==> src/rtl/core/lba_pkg.sv <==
// Package for the linked block allocator: sizes, codes, payload and control types.
package lba_pkg;

  // Table size and longest run that one request may ask for.
  localparam int NUM_BLOCKS = 64;
  localparam int MAX_RUN    = 16;

  // Address width of the link table, widths of the fixed payload fields and of the step counter.
  localparam int BLK_W = $clog2(NUM_BLOCKS);
  localparam int IDX_W = 6;
  localparam int LEN_W = 5;
  localparam int CNT_W = $clog2(MAX_RUN + 1);

  // Operation codes of an input transaction.
  typedef enum logic {
    KIND_LINK  = 1'b0,
    KIND_ALLOC = 1'b1
  } kind_t;

  // Input transaction payload.
  typedef struct packed {
    kind_t             kind;
    logic [IDX_W-1:0]  block;
    logic [IDX_W-1:0]  next_block;
    logic              next_is_end;
    logic [LEN_W-1:0]  run_length;
  } in_item_t;

  // Result transaction payload.
  typedef struct packed {
    logic              granted;
    logic [IDX_W-1:0]  start_block;
    logic [IDX_W-1:0]  end_block;
  } out_item_t;

  // One entry of the link table.
  typedef struct packed {
    logic              tail;
    logic [IDX_W-1:0]  succ;
  } link_t;

  // Controller states.
  typedef enum logic [1:0] {
    ST_IDLE = 2'b01,
    ST_WALK = 2'b10
  } state_t;

  // Commands from the controller to the datapath.
  typedef struct packed {
    logic write_link;
    logic load;
    logic step;
    logic finish;
  } cmd_t;

  // Status from the datapath to the controller.
  typedef struct packed {
    logic done_grant;
    logic refuse;
    logic out_free;
  } sts_t;

endpackage

==> src/rtl/core/lba_in_if.sv <==
// Valid/ready channel that carries input transactions.
interface lba_in_if;
  logic              valid;
  logic              ready;
  lba_pkg::in_item_t data;

  modport source (output valid, output data, input ready);
  modport sink   (input valid, input data, output ready);
endinterface

==> src/rtl/core/lba_out_if.sv <==
// Valid/ready channel that carries result transactions.
interface lba_out_if;
  logic               valid;
  logic               ready;
  lba_pkg::out_item_t data;

  modport source (output valid, output data, input ready);
  modport sink   (input valid, input data, output ready);
endinterface

==> src/rtl/core/linked_block_allocator.sv <==
// Top level of the linked block allocator: controller, datapath and channel wiring.
//
// The allocator holds one next-block link per block and an allocation cursor that
// starts at block 0. A link transaction (kind 0) writes one block's successor or
// marks it as the chain tail when it is accepted, giving no result. An allocate
// transaction (kind 1) walks the chain from the cursor, one link-table read per
// cycle, and returns one result: granted with the start and end blocks when the
// requested number of blocks all have successors, else refused with zero blocks.
// An allocation occupies the block until its result is written; its walk steps
// over at most MAX_RUN links, fewer when the chain ends early, and the single read
// port of the link table paces it. The last cycle of the walk repeats for as long as
// the previous result has not been taken. After reset every block is a chain tail.
module linked_block_allocator (
  input  logic      clk,
  input  logic      rst_n,
  lba_in_if.sink    in_chan,
  lba_out_if.source out_chan
);

  lba_pkg::cmd_t cmd;
  lba_pkg::sts_t sts;

  // Transaction sequencing.
  lba_ctrl u_ctrl (
    .clk     (clk),
    .rst_n   (rst_n),
    .in_chan (in_chan),
    .sts     (sts),
    .cmd     (cmd)
  );

  // Link table, walker and result register.
  lba_datapath u_datapath (
    .clk      (clk),
    .rst_n    (rst_n),
    .in_data  (in_chan.data),
    .cmd      (cmd),
    .sts      (sts),
    .out_chan (out_chan)
  );

endmodule

==> src/rtl/core/lba_datapath.sv <==
// Datapath of the linked block allocator: link table, cursor, chain walker and result register.
module lba_datapath (
  input  logic              clk,
  input  logic              rst_n,
  input  lba_pkg::in_item_t in_data,
  input  lba_pkg::cmd_t     cmd,
  output lba_pkg::sts_t     sts,
  lba_out_if.source         out_chan
);

  // Link table memory; entries never written read as chain tail via the valid bits.
  lba_pkg::link_t                   mem [lba_pkg::NUM_BLOCKS];
  logic [lba_pkg::NUM_BLOCKS-1:0]   valid_r;
  lba_pkg::link_t                   rd_entry_r;
  logic                             rd_vld_r;
  logic [lba_pkg::BLK_W-1:0]        rd_addr;

  // Walk state.
  logic [lba_pkg::IDX_W-1:0]        cursor_r;
  logic [lba_pkg::IDX_W-1:0]        b_r;
  logic [lba_pkg::IDX_W-1:0]        last_r;
  logic [lba_pkg::CNT_W-1:0]        cnt_r;
  logic [lba_pkg::LEN_W-1:0]        len_r;
  logic                             len_ok_r;

  // Result register.
  logic                             out_valid_r;
  lba_pkg::out_item_t               out_data_r;

  lba_pkg::link_t                   wr_entry;
  logic                             wr_en;
  logic                             cur_tail;

  // Entry to write: out-of-range successors and explicit tails both mark the tail.
  always_comb begin
    wr_entry.tail = in_data.next_is_end || (int'(in_data.next_block) >= lba_pkg::NUM_BLOCKS);
    wr_entry.succ = wr_entry.tail ? '0 : in_data.next_block;
    wr_en         = cmd.write_link && (int'(in_data.block) < lba_pkg::NUM_BLOCKS);
  end

  // Read address: the successor while stepping, the cursor on a new request, else hold.
  always_comb begin
    if (cmd.step) begin
      rd_addr = rd_entry_r.succ[lba_pkg::BLK_W-1:0];
    end else if (cmd.load) begin
      rd_addr = cursor_r[lba_pkg::BLK_W-1:0];
    end else begin
      rd_addr = b_r[lba_pkg::BLK_W-1:0];
    end
  end

  // Memory write port and registered read port.
  always_ff @(posedge clk) begin
    if (wr_en) begin
      mem[in_data.block[lba_pkg::BLK_W-1:0]] <= wr_entry;
    end
    rd_entry_r <= mem[rd_addr];
    rd_vld_r   <= valid_r[rd_addr];
  end

  // Per-entry written flags.
  always_ff @(posedge clk) begin
    if (!rst_n) begin
      valid_r <= '0;
    end else if (wr_en) begin
      valid_r[in_data.block[lba_pkg::BLK_W-1:0]] <= 1'b1;
    end
  end

  // Status toward the controller; a request of illegal length is never granted.
  always_comb begin
    cur_tail       = !rd_vld_r || rd_entry_r.tail;
    sts.done_grant = len_ok_r && (int'(cnt_r) == int'(len_r));
    sts.refuse     = !len_ok_r || cur_tail;
    sts.out_free   = !out_valid_r || out_chan.ready;
  end

  // Chain walker registers.
  always_ff @(posedge clk) begin
    if (cmd.load) begin
      b_r      <= cursor_r;
      last_r   <= cursor_r;
      cnt_r    <= '0;
      len_r    <= in_data.run_length;
      len_ok_r <= (in_data.run_length != '0) &&
                  (int'(in_data.run_length) <= lba_pkg::MAX_RUN);
    end else if (cmd.step) begin
      last_r <= b_r;
      b_r    <= rd_entry_r.succ;
      cnt_r  <= cnt_r + lba_pkg::CNT_W'(1);
    end
  end

  // Allocation cursor moves past the run on a grant.
  always_ff @(posedge clk) begin
    if (!rst_n) begin
      cursor_r <= '0;
    end else if (cmd.finish && sts.done_grant) begin
      cursor_r <= b_r;
    end
  end

  // Result register and its valid flag.
  always_ff @(posedge clk) begin
    if (!rst_n) begin
      out_valid_r <= 1'b0;
    end else if (cmd.finish) begin
      out_valid_r <= 1'b1;
    end else if (out_chan.ready) begin
      out_valid_r <= 1'b0;
    end
  end

  always_ff @(posedge clk) begin
    if (cmd.finish) begin
      out_data_r.granted     <= sts.done_grant;
      out_data_r.start_block <= sts.done_grant ? cursor_r : '0;
      out_data_r.end_block   <= sts.done_grant ? last_r : '0;
    end
  end

  assign out_chan.valid = out_valid_r;
  assign out_chan.data  = out_data_r;

  // A refused result never names a block.
  a_refused_zero: assert property (@(posedge clk) disable iff (!rst_n)
    (out_valid_r && !out_data_r.granted) |->
      (out_data_r.start_block == '0 && out_data_r.end_block == '0))
    else $error("refused result carries nonzero blocks");

  // The cursor moves only when a grant is written to the result register.
  a_cursor_hold: assert property (@(posedge clk) disable iff (!rst_n)
    !(cmd.finish && sts.done_grant) |=> $stable(cursor_r))
    else $error("cursor changed without a grant");

  // The step count never passes the requested length.
  a_cnt_bound: assert property (@(posedge clk) disable iff (!rst_n)
    cmd.step |-> (int'(cnt_r) < int'(len_r)))
    else $error("walk stepped past the requested length");

endmodule

==> src/rtl/core/lba_ctrl.sv <==
// Controller of the linked block allocator: accepts transactions and sequences the chain walk.
module lba_ctrl (
  input  logic          clk,
  input  logic          rst_n,
  lba_in_if.sink        in_chan,
  input  lba_pkg::sts_t sts,
  output lba_pkg::cmd_t cmd
);

  lba_pkg::state_t state_r;
  lba_pkg::state_t state_nxt;
  logic            accept;
  logic            walking;
  logic            ending;

  assign in_chan.ready = (state_r == lba_pkg::ST_IDLE);
  assign accept        = in_chan.valid && in_chan.ready;
  assign walking       = (state_r == lba_pkg::ST_WALK);
  assign ending        = sts.done_grant || sts.refuse;

  // Commands: a link write completes at acceptance; an allocation walks one link a cycle.
  always_comb begin
    cmd.write_link = accept && (in_chan.data.kind == lba_pkg::KIND_LINK);
    cmd.load       = accept && (in_chan.data.kind == lba_pkg::KIND_ALLOC);
    cmd.step       = walking && !ending;
    cmd.finish     = walking && ending && sts.out_free;
  end

  // Next state.
  always_comb begin
    state_nxt = state_r;
    unique case (state_r)
      lba_pkg::ST_IDLE: begin
        if (cmd.load) begin
          state_nxt = lba_pkg::ST_WALK;
        end
      end
      lba_pkg::ST_WALK: begin
        if (cmd.finish) begin
          state_nxt = lba_pkg::ST_IDLE;
        end
      end
      default: state_nxt = lba_pkg::ST_IDLE;
    endcase
  end

  always_ff @(posedge clk) begin
    if (!rst_n) begin
      state_r <= lba_pkg::ST_IDLE;
    end else begin
      state_r <= state_nxt;
    end
  end

  // A result is only written when the result register can take it.
  a_finish_room: assert property (@(posedge clk) disable iff (!rst_n)
    cmd.finish |-> sts.out_free)
    else $error("result written while the result register was full");

  // Stepping and finishing never happen together.
  a_step_excl: assert property (@(posedge clk) disable iff (!rst_n)
    !(cmd.step && cmd.finish))
    else $error("step and finish in the same cycle");

  // An allocation transaction leads to the walk in the next cycle.
  a_load_walk: assert property (@(posedge clk) disable iff (!rst_n)
    cmd.load |=> (state_r == lba_pkg::ST_WALK))
    else $error("allocation accepted without starting the walk");

endmodule
==> src/flat_wrapper.sv <==
// flat-port wrapper written by rule: the top's interface ports become plain ports
module linked_block_allocator_flat 
  (clk, rst_n, in_chan_valid, in_chan_data, in_chan_ready, out_chan_valid, out_chan_data, out_chan_ready);
  lba_in_if in_chan_i ();
  lba_out_if out_chan_i ();
  input  logic clk;
  input  logic rst_n;
  input wire logic [$bits(in_chan_i.valid)-1:0] in_chan_valid;
  input wire logic [$bits(in_chan_i.data)-1:0] in_chan_data;
  output wire logic [$bits(in_chan_i.ready)-1:0] in_chan_ready;
  output wire logic [$bits(out_chan_i.valid)-1:0] out_chan_valid;
  output wire logic [$bits(out_chan_i.data)-1:0] out_chan_data;
  input wire logic [$bits(out_chan_i.ready)-1:0] out_chan_ready;
  assign in_chan_i.valid = in_chan_valid;
  assign in_chan_i.data = in_chan_data;
  assign in_chan_ready = in_chan_i.ready;
  assign out_chan_valid = out_chan_i.valid;
  assign out_chan_data = out_chan_i.data;
  assign out_chan_i.ready = out_chan_ready;
  linked_block_allocator u_core (.clk(clk), .rst_n(rst_n), .in_chan(in_chan_i), .out_chan(out_chan_i));
endmodule
==> config.mk <==
export PLATFORM = sky130hd
export DESIGN_NAME = linked_block_allocator_flat
export DESIGN_NICKNAME = d
export VERILOG_FILES = /design/src/rtl/core/lba_pkg.sv /design/src/rtl/core/lba_in_if.sv /design/src/rtl/core/lba_out_if.sv /design/src/rtl/core/linked_block_allocator.sv /design/src/rtl/core/lba_datapath.sv /design/src/rtl/core/lba_ctrl.sv /design/src/flat_wrapper.sv
export SDC_FILE = /design/constraint.sdc
export NUM_CORES = 1
export LEC_CHECK = 0
export ABC_AREA = 1
export BUFFER_PORTS_ARGS = -buffer_cell sky130_fd_sc_hd__buf_4
export CORE_MARGIN = 2
export CORE_UTILIZATION = 50
export CTS_CLUSTER_DIAMETER = 50
export DETAILED_ROUTE_END_ITERATION = 6
export PLACE_DENSITY = 0.67
export RECOVER_POWER = 100
export SLEW_MARGIN = 10
export SYNTH_ARGS = -nofsm -noshare
export SYNTH_HDL_FRONTEND = slang
export SYNTH_SLANG_ARGS = --single-unit
==> constraint.sdc <==
create_clock -name clk -period 2.77 [get_ports clk]
set_clock_uncertainty 0.2 [all_clocks]
set_input_delay 0.277 -clock clk [delete_from_list [all_inputs] [get_ports clk]]
set_output_delay 0.277 -clock clk [all_outputs]
set_load 0.005 [all_outputs]
# Word level (Yosys, flattened, before mapping)
# Memory sizes are Yosys's and may differ from the RTL's. A register that Yosys moved wholly into a read port is not among the register bits.
# Cells that the tools add are included.
[totals] ff_bits=110 ramBits=448 input_bits=23 n_memories=1
[mem_list] name="u_core.u_datapath.mem" depth=64 width=7 rd=1 rd_ports_with_merged_regs=1 wr=1 line_no="lba_datapath.sv:12" rtl="lba_pkg::link_t mem [lba_pkg::NUM_BLOCKS];"
[classes] n_addsub=1 n_lt_le_gt_ge=4 n_eq_ne=5 n_mux=18 bitwise=2 reduce_logical=22
[ops] op="OR 64 bit" n=1
[ops] op="2-to-1 mux 6 bit" n=7
[ops] op="< comparator 6 x 7 -> 1 bit, second input constant" n=2
[ops] op="logical AND 1 bit" n=10
[ops] op="binary-select mux 1 bit (select 6 bit)" n=1
[ops] op="demux 1 bit (select 6 bit)" n=1
[ops] op="greater-or-equal comparator 6 x 1 -> 1 bit, second input constant" n=1
[ops] op="2-to-1 mux 1 bit" n=6
[ops] op="adder 5 x 1 -> 5 bit, second input constant" n=1
[ops] op="== test 5 bit" n=1
[ops] op="less-or-equal comparator 5 bit, second input constant" n=1
[ops] op="nonzero test 5 bit" n=1
[ops] op="logical NOT 1 bit" n=4
[ops] op="logical OR 1 bit" n=4
[ops] op="2-to-1 mux 2 bit" n=2
[ops] op="case mux 2 bit (2 select lines)" n=1
[ops] op="nonzero test 2 bit" n=2
[ops] op="== test 2 x 1 -> 1 bit, second input constant" n=1
[ops] op="== test 2 bit, second input constant" n=1
[ops] op="inequality test 2 x 1 -> 1 bit, second input constant" n=1
[ops] op="inequality test 2 bit, second input constant" n=1
[ops] op="AND reduction 2 bit" n=1
[ops] op="NOT 1 bit" n=1

# Longest topological paths before layout
[depth] word_depth=9 mapped_depth=19

# Modules after synthesis
# Synthesis repeated with hierarchy kept, for this count alone.
[hier_totals] cells_unflattened=2437 hier_area_um2=24252.0
[by_module_without_submodules] mod="lba_datapath" n_inst=1 cells_per_inst=2418 area_per_inst_um2=24124.4 seq_area_each_um2=16065.4
[by_module_without_submodules] mod="lba_ctrl" n_inst=1 cells_per_inst=19 area_per_inst_um2=127.6 seq_area_each_um2=40.0

# Worst setup path before layout
# No wires, ideal clock.
[synth_timing] kind="reg2reg" start="register u_core.u_datapath.len_r[3] in the netlist's numbering" end="register u_core.u_datapath.cursor_r[1] in the netlist's numbering" t_arrival_ps=2215 slack_ps=228 stages_incl_launch_ff=12 path_buffers=1 synth_period_minus_slack_ps=2542 cell_sequence="edfxtp_1 -> nand2_1 -> nand2_1 -> nor2_1 -> nand3_2 -> nand2_1 -> nand2_1 -> a21oi_1 -> nand2_1 -> clkbuf_1 -> o21ai_0 -> a21oi_1"
[synth_lines] element="from (decl)" line_no="lba_datapath.sv:23" rtl="logic [lba_pkg::LEN_W-1:0] len_r;"
[synth_lines] element="from (signal assigned)" line_no="lba_datapath.sv:84" rtl="len_r <= in_data.run_length;"
[synth_lines] element="to (signal assigned)" line_no="lba_datapath.sv:99" rtl="cursor_r <= b_r;"
[synth_lines] element="to (decl)" line_no="lba_datapath.sv:19" rtl="logic [lba_pkg::IDX_W-1:0] cursor_r;"

# Worst setup path in the final report
[layout_timing] start="register u_core.u_ctrl.state_r[0]" end="register u_core.u_datapath.rd_vld_r"
[layout_between] elab_chain_cells=7 elab_cells_between_ends=9 classes_between="2 x eq/ne; 4 x mux; 3 x reduce/logical"
[layout_lines] element="from (decl)" line_no="lba_ctrl.sv:10" rtl="lba_pkg::state_t state_r;"
[layout_lines] element="from (signal assigned)" line_no="lba_ctrl.sv:49" rtl="state_r <= lba_pkg::ST_IDLE;"
[layout_lines] element="from (signal assigned)" line_no="lba_ctrl.sv:51" rtl="state_r <= state_nxt;"
[layout_lines] element="== test 2 x 1 -> 1 bit" line_no="lba_ctrl.sv:16" rtl="assign in_chan.ready = (state_r == lba_pkg::ST_IDLE);"
[layout_lines] element="logical AND 1 bit" line_no="lba_ctrl.sv:17" rtl="assign accept = in_chan.valid && in_chan.ready;"
[layout_lines] element="logical AND 1 bit" line_no="lba_ctrl.sv:24" rtl="cmd.load = accept && (in_chan.data.kind == lba_pkg::KIND_ALLOC);"
[layout_lines] element="2-to-1 mux 6 bit" line_no="lba_datapath.sv:45" rtl="end else if (cmd.load) begin"
[layout_lines] element="2-to-1 mux 6 bit *" line_no="lba_datapath.sv:43" rtl="if (cmd.step) begin"
[layout_lines] element="binary-select mux 1 bit (select 6 bit) *" line_no="lba_datapath.sv:58" rtl="rd_vld_r <= valid_r[rd_addr];"
[layout_lines] element="2-to-1 mux 1 bit (not written as such) *" line_no="lba_datapath.sv:58"
[layout_lines] element="to (signal assigned)" line_no="lba_datapath.sv:58"
[layout_lines] element="to (decl)" line_no="lba_datapath.sv:15" rtl="logic rd_vld_r;"
# Every way passes the cells marked *; elsewhere a longest branch is shown, timed or not. The select of a mux whose other input is x is not followed.
# A chain may end at the register's enable or synchronous reset.

==> flow_summary.toml <==
[outcome]
run_status = "finished clean"

[floorplanning]
initial_core_util_pct = 50.6
num_rows = 81
die_area_mm2 = 0.0513
io_pins = 38
coreArea_mm2 = 0.0490
die_h_um = 227
die_w_um = 227

[placement]
dp_slack_ns = -0.101
dp_hpwl_mm = 39.9
io_buffers = 37
place_area_mm2 = 0.0267
dp.cells = 3270
globalplace.congestion = 0.914

[setup_path]
path_depth = 20
crit_fanout = 23
max_stage_delay_ns = 0.35
reg2reg_depth = 20
crit_start = "u_core.u_ctrl.state_r[0]"
timing.rr.start = "u_core.u_ctrl.state_r[0]"
path_buf_inv = 6
slowest_stage = "dfxtp_2"
endpoint_kind = "flip-flop"
cp_cell_sequence = "inv_2, nor2_4, nand2_2, nor2_4, buf_4, nand2_4, o21ai_4, inv_2, nand2_4, nand2_8, buf_4, buf_12, clkbuf_16, nand2_1, nand3_1, nand3_1, nand3_2, nand3_1, nand3_2, nand2_1"
critPathKind = "flip-flop to flip-flop"
r2r_end = "u_core.u_datapath.rd_vld_r"
r2r_slack_ns = 0.07
path_common_cell = "nand3_1"
arrival_ns = 3.07
cpLargestDelayFamily = "simple AND/OR/NAND/NOR gates"
crit_required_ns = 3.14
critPathLaunchType = "flip-flop"
crit_end = "u_core.u_datapath.rd_vld_r"

[power_and_ir_drop]
power_leakage_nw = 12.9
ir_drop_mv = 0.513
p_per_area_mw_per_mm2 = 661

[route]
avgViaCountPerCell = 5.38
vias = 18600
routed_wl_mm = 70.8
drcViolationCount = 0
firstDrtPassIters = 6
drtIter0Drc = 2597
wl_per_cell_um = 20.5
detail-route-antenna-nets = 0

[global_routing]
grt_overflow_total = 0
grt_pass1_wl_mm = 102
grt_pass1_vias = 17700
antenna_found_initial = 0
grt_util_all_layers_pct = 26.8
grt_max_degree = 66

[synth]
ys_seq_area_share_pct = 65.0
syn_nets = 2579
synth_cell_types = 32
synthCells = 2555
yosysWarnings = 0
avgSynthCellArea_um2 = 9.70
ys_ff_latch = 565
synthesis.area_mm2 = 0.0248

[min_path]
hold_class = "input pin to flip-flop"
hold_depth = 4

[sta]
period_minus_slack_ns = 2.70
setup_viol_count_final = 0
worstMarginPinSlew_ns = 1.09
slew_headroom_pct = 27.3
finalWorstSetupSlack_ns = 0.0705
slew_violations = 0
fmax_ghz = 0.370
rsz0062_at_grt = "yes"
hold_violations = 0
min_period_over_period_pct = 97.5
fin_tns_setup_ns = 0

[cells_and_area]
diodes = 0
final_core_util_pct = 62.0
area_growth_pct = 22.5
nets = 2758
final_area_mm2 = 0.0303
layout_common_cells = "nand2_1, inv_1, edfxtp_1"
layout-drive-gt1-share_pct = 15.8
num-fill-cells = 3865
final_common_cell = "nand2_1"
layout.cells.non_filler = 3448

[cts]
cts.clk_slew.worst_paths_ns = 0.06
clk_latency_ns = 0.63
cts-root-buf = "clkbuf_16"
cts_max_path_buffers = 3
numCtsBuffers = 60
clock-sinks = 565
cts_tree = "done"
cts-htree-levels = 2

[flow_run]
cap_violations = 0
final cells by class:
cell class | count | area (um^2) | area share (%)
clock inverter | 36 | 407 | 1.34
tap | 664 | 831 | 2.74
clock buffer | 76 | 1630 | 5.38
multi-input combinational | 1367 | 6670 | 22.0
inverter | 503 | 1890 | 6.23
sequential | 565 | 16100 | 53.1
timing repair buffer | 237 | 2810 | 9.26
power by group:
part / internal [mW] / leakage [nW] / switching, mW
registers: 9.28 / 5.11 / 0.0529
logic: 0.936 / 6.76 / 1.59
clock network: 4.84 / 0.996 / 3.37
metrics by stage:
step / hold WS [ns] / power (mW)
6_report: 0.0710 / 20.1
5_1_grt: 0.0861 / 20.6
4_1_cts: 0.0858 / 19.7
3_5_place_dp: 0.257 / 11.5
3_3_place_gp: 0.240 / 11.4
2_1_floorplan: 0.176 / 10.6
state kept, by name, summed over array words and instances, names as in the netlist, 2 cells and up:
signal                           flops
u_core.u_datapath.valid_r           64
u_core.u_datapath.cursor_r           6
u_core.u_datapath.len_r              5
u_core.u_datapath.b_r                6
u_core.u_datapath.out_chan.data     13
u_core.u_datapath.mem              448
u_core.u_datapath.last_r             6
u_core.u_ctrl.state_r                2
u_core.u_datapath.cnt_r              5
u_core.u_datapath.rd_entry_r         7
layer usage:
metal	GRT usage [%]	vias up	part of all wire, %
li1	-	8601	-
met2	43.0	966	46
met5	0	-	0
met4	11.3	0	4.4
met3	4.86	170	10
met1	35.8	8827	40
what timing repair did:
item                                    4_1_cts  5_1_grt
pin swaps                                     3       20
resized for setup                            16      109
setup buffers                                 6       27
hold buffers                                 12        0
endpoints found under the setup margin        6        8
hold endpoints to repair                     50        0
gates cloned                                  4       18
worst min-delay path: cells and delay by family:
family	cells	cell delay [ns]
AND/OR/NAND/NOR	1	0.04
buffers and inverters	3	0.35
synthesized netlist by cell type, drive strengths merged:
| library cell | count | share of area [%] |
|---|---|---|
| nor3 | 11 | 0.22 |
| a21oi | 10 | 0.20 |
| edfxtp | 479 | 58 |
| inv | 503 | 7.6 |
| nand2 | 541 | 8.3 |
| nand3b | 40 | 1.2 |
| nand4 | 6 | 0.15 |
| buf | 98 | 2.5 |
| nor3b | 2 | 0.061 |
| nand3 | 501 | 10 |
| clkbuf | 23 | 0.35 |
| or2 | 1 | 0.025 |
| nor2 | 225 | 3.5 |
| xor2 | 1 | 0.035 |
| o21a | 1 | 0.030 |
| o21ai | 24 | 0.55 |
| dfxtp | 86 | 6.9 |
| xnor2 | 1 | 0.035 |
| nor4 | 1 | 0.025 |
| ha | 1 | 0.050 |
cells by family (layout without fill, tap and decap cells):
kind of cell | count (synthesis) | count (layout) | share of synthesized area, %
AOI/OAI and AO/OA | 35 | 35 | 0.778
xor gates and xnor gates | 2 | 2 | 0.0707
adders and majority gates | 1 | 1 | 0.0505
buffers and inverters | 624 | 852 | 10.4
DFF | 565 | 565 | 65.0
and+or+nand+nor | 1328 | 1329 | 23.7
how the worst min path moves through the flow:
stage | startpoint | to | slack [ns]
final | in_chan_data[10] | u_core.u_datapath.mem[19][4] | 0.07
after CTS | in_chan_data[6] | u_core.u_datapath.mem[38][0] | 0.09
after global routing | in_chan_data[10] | u_core.u_datapath.mem[19][4] | 0.09
after global placement | u_core.u_datapath.valid_r[0] | u_core.u_datapath.valid_r[0] | 0.24
after floorplan | in_chan_data[0] | u_core.u_datapath.len_r[0] | 0.18
after detailed placement | u_core.u_datapath.valid_r[0] | u_core.u_datapath.valid_r[0] | 0.26
Power figures use the tool's default switching activity.
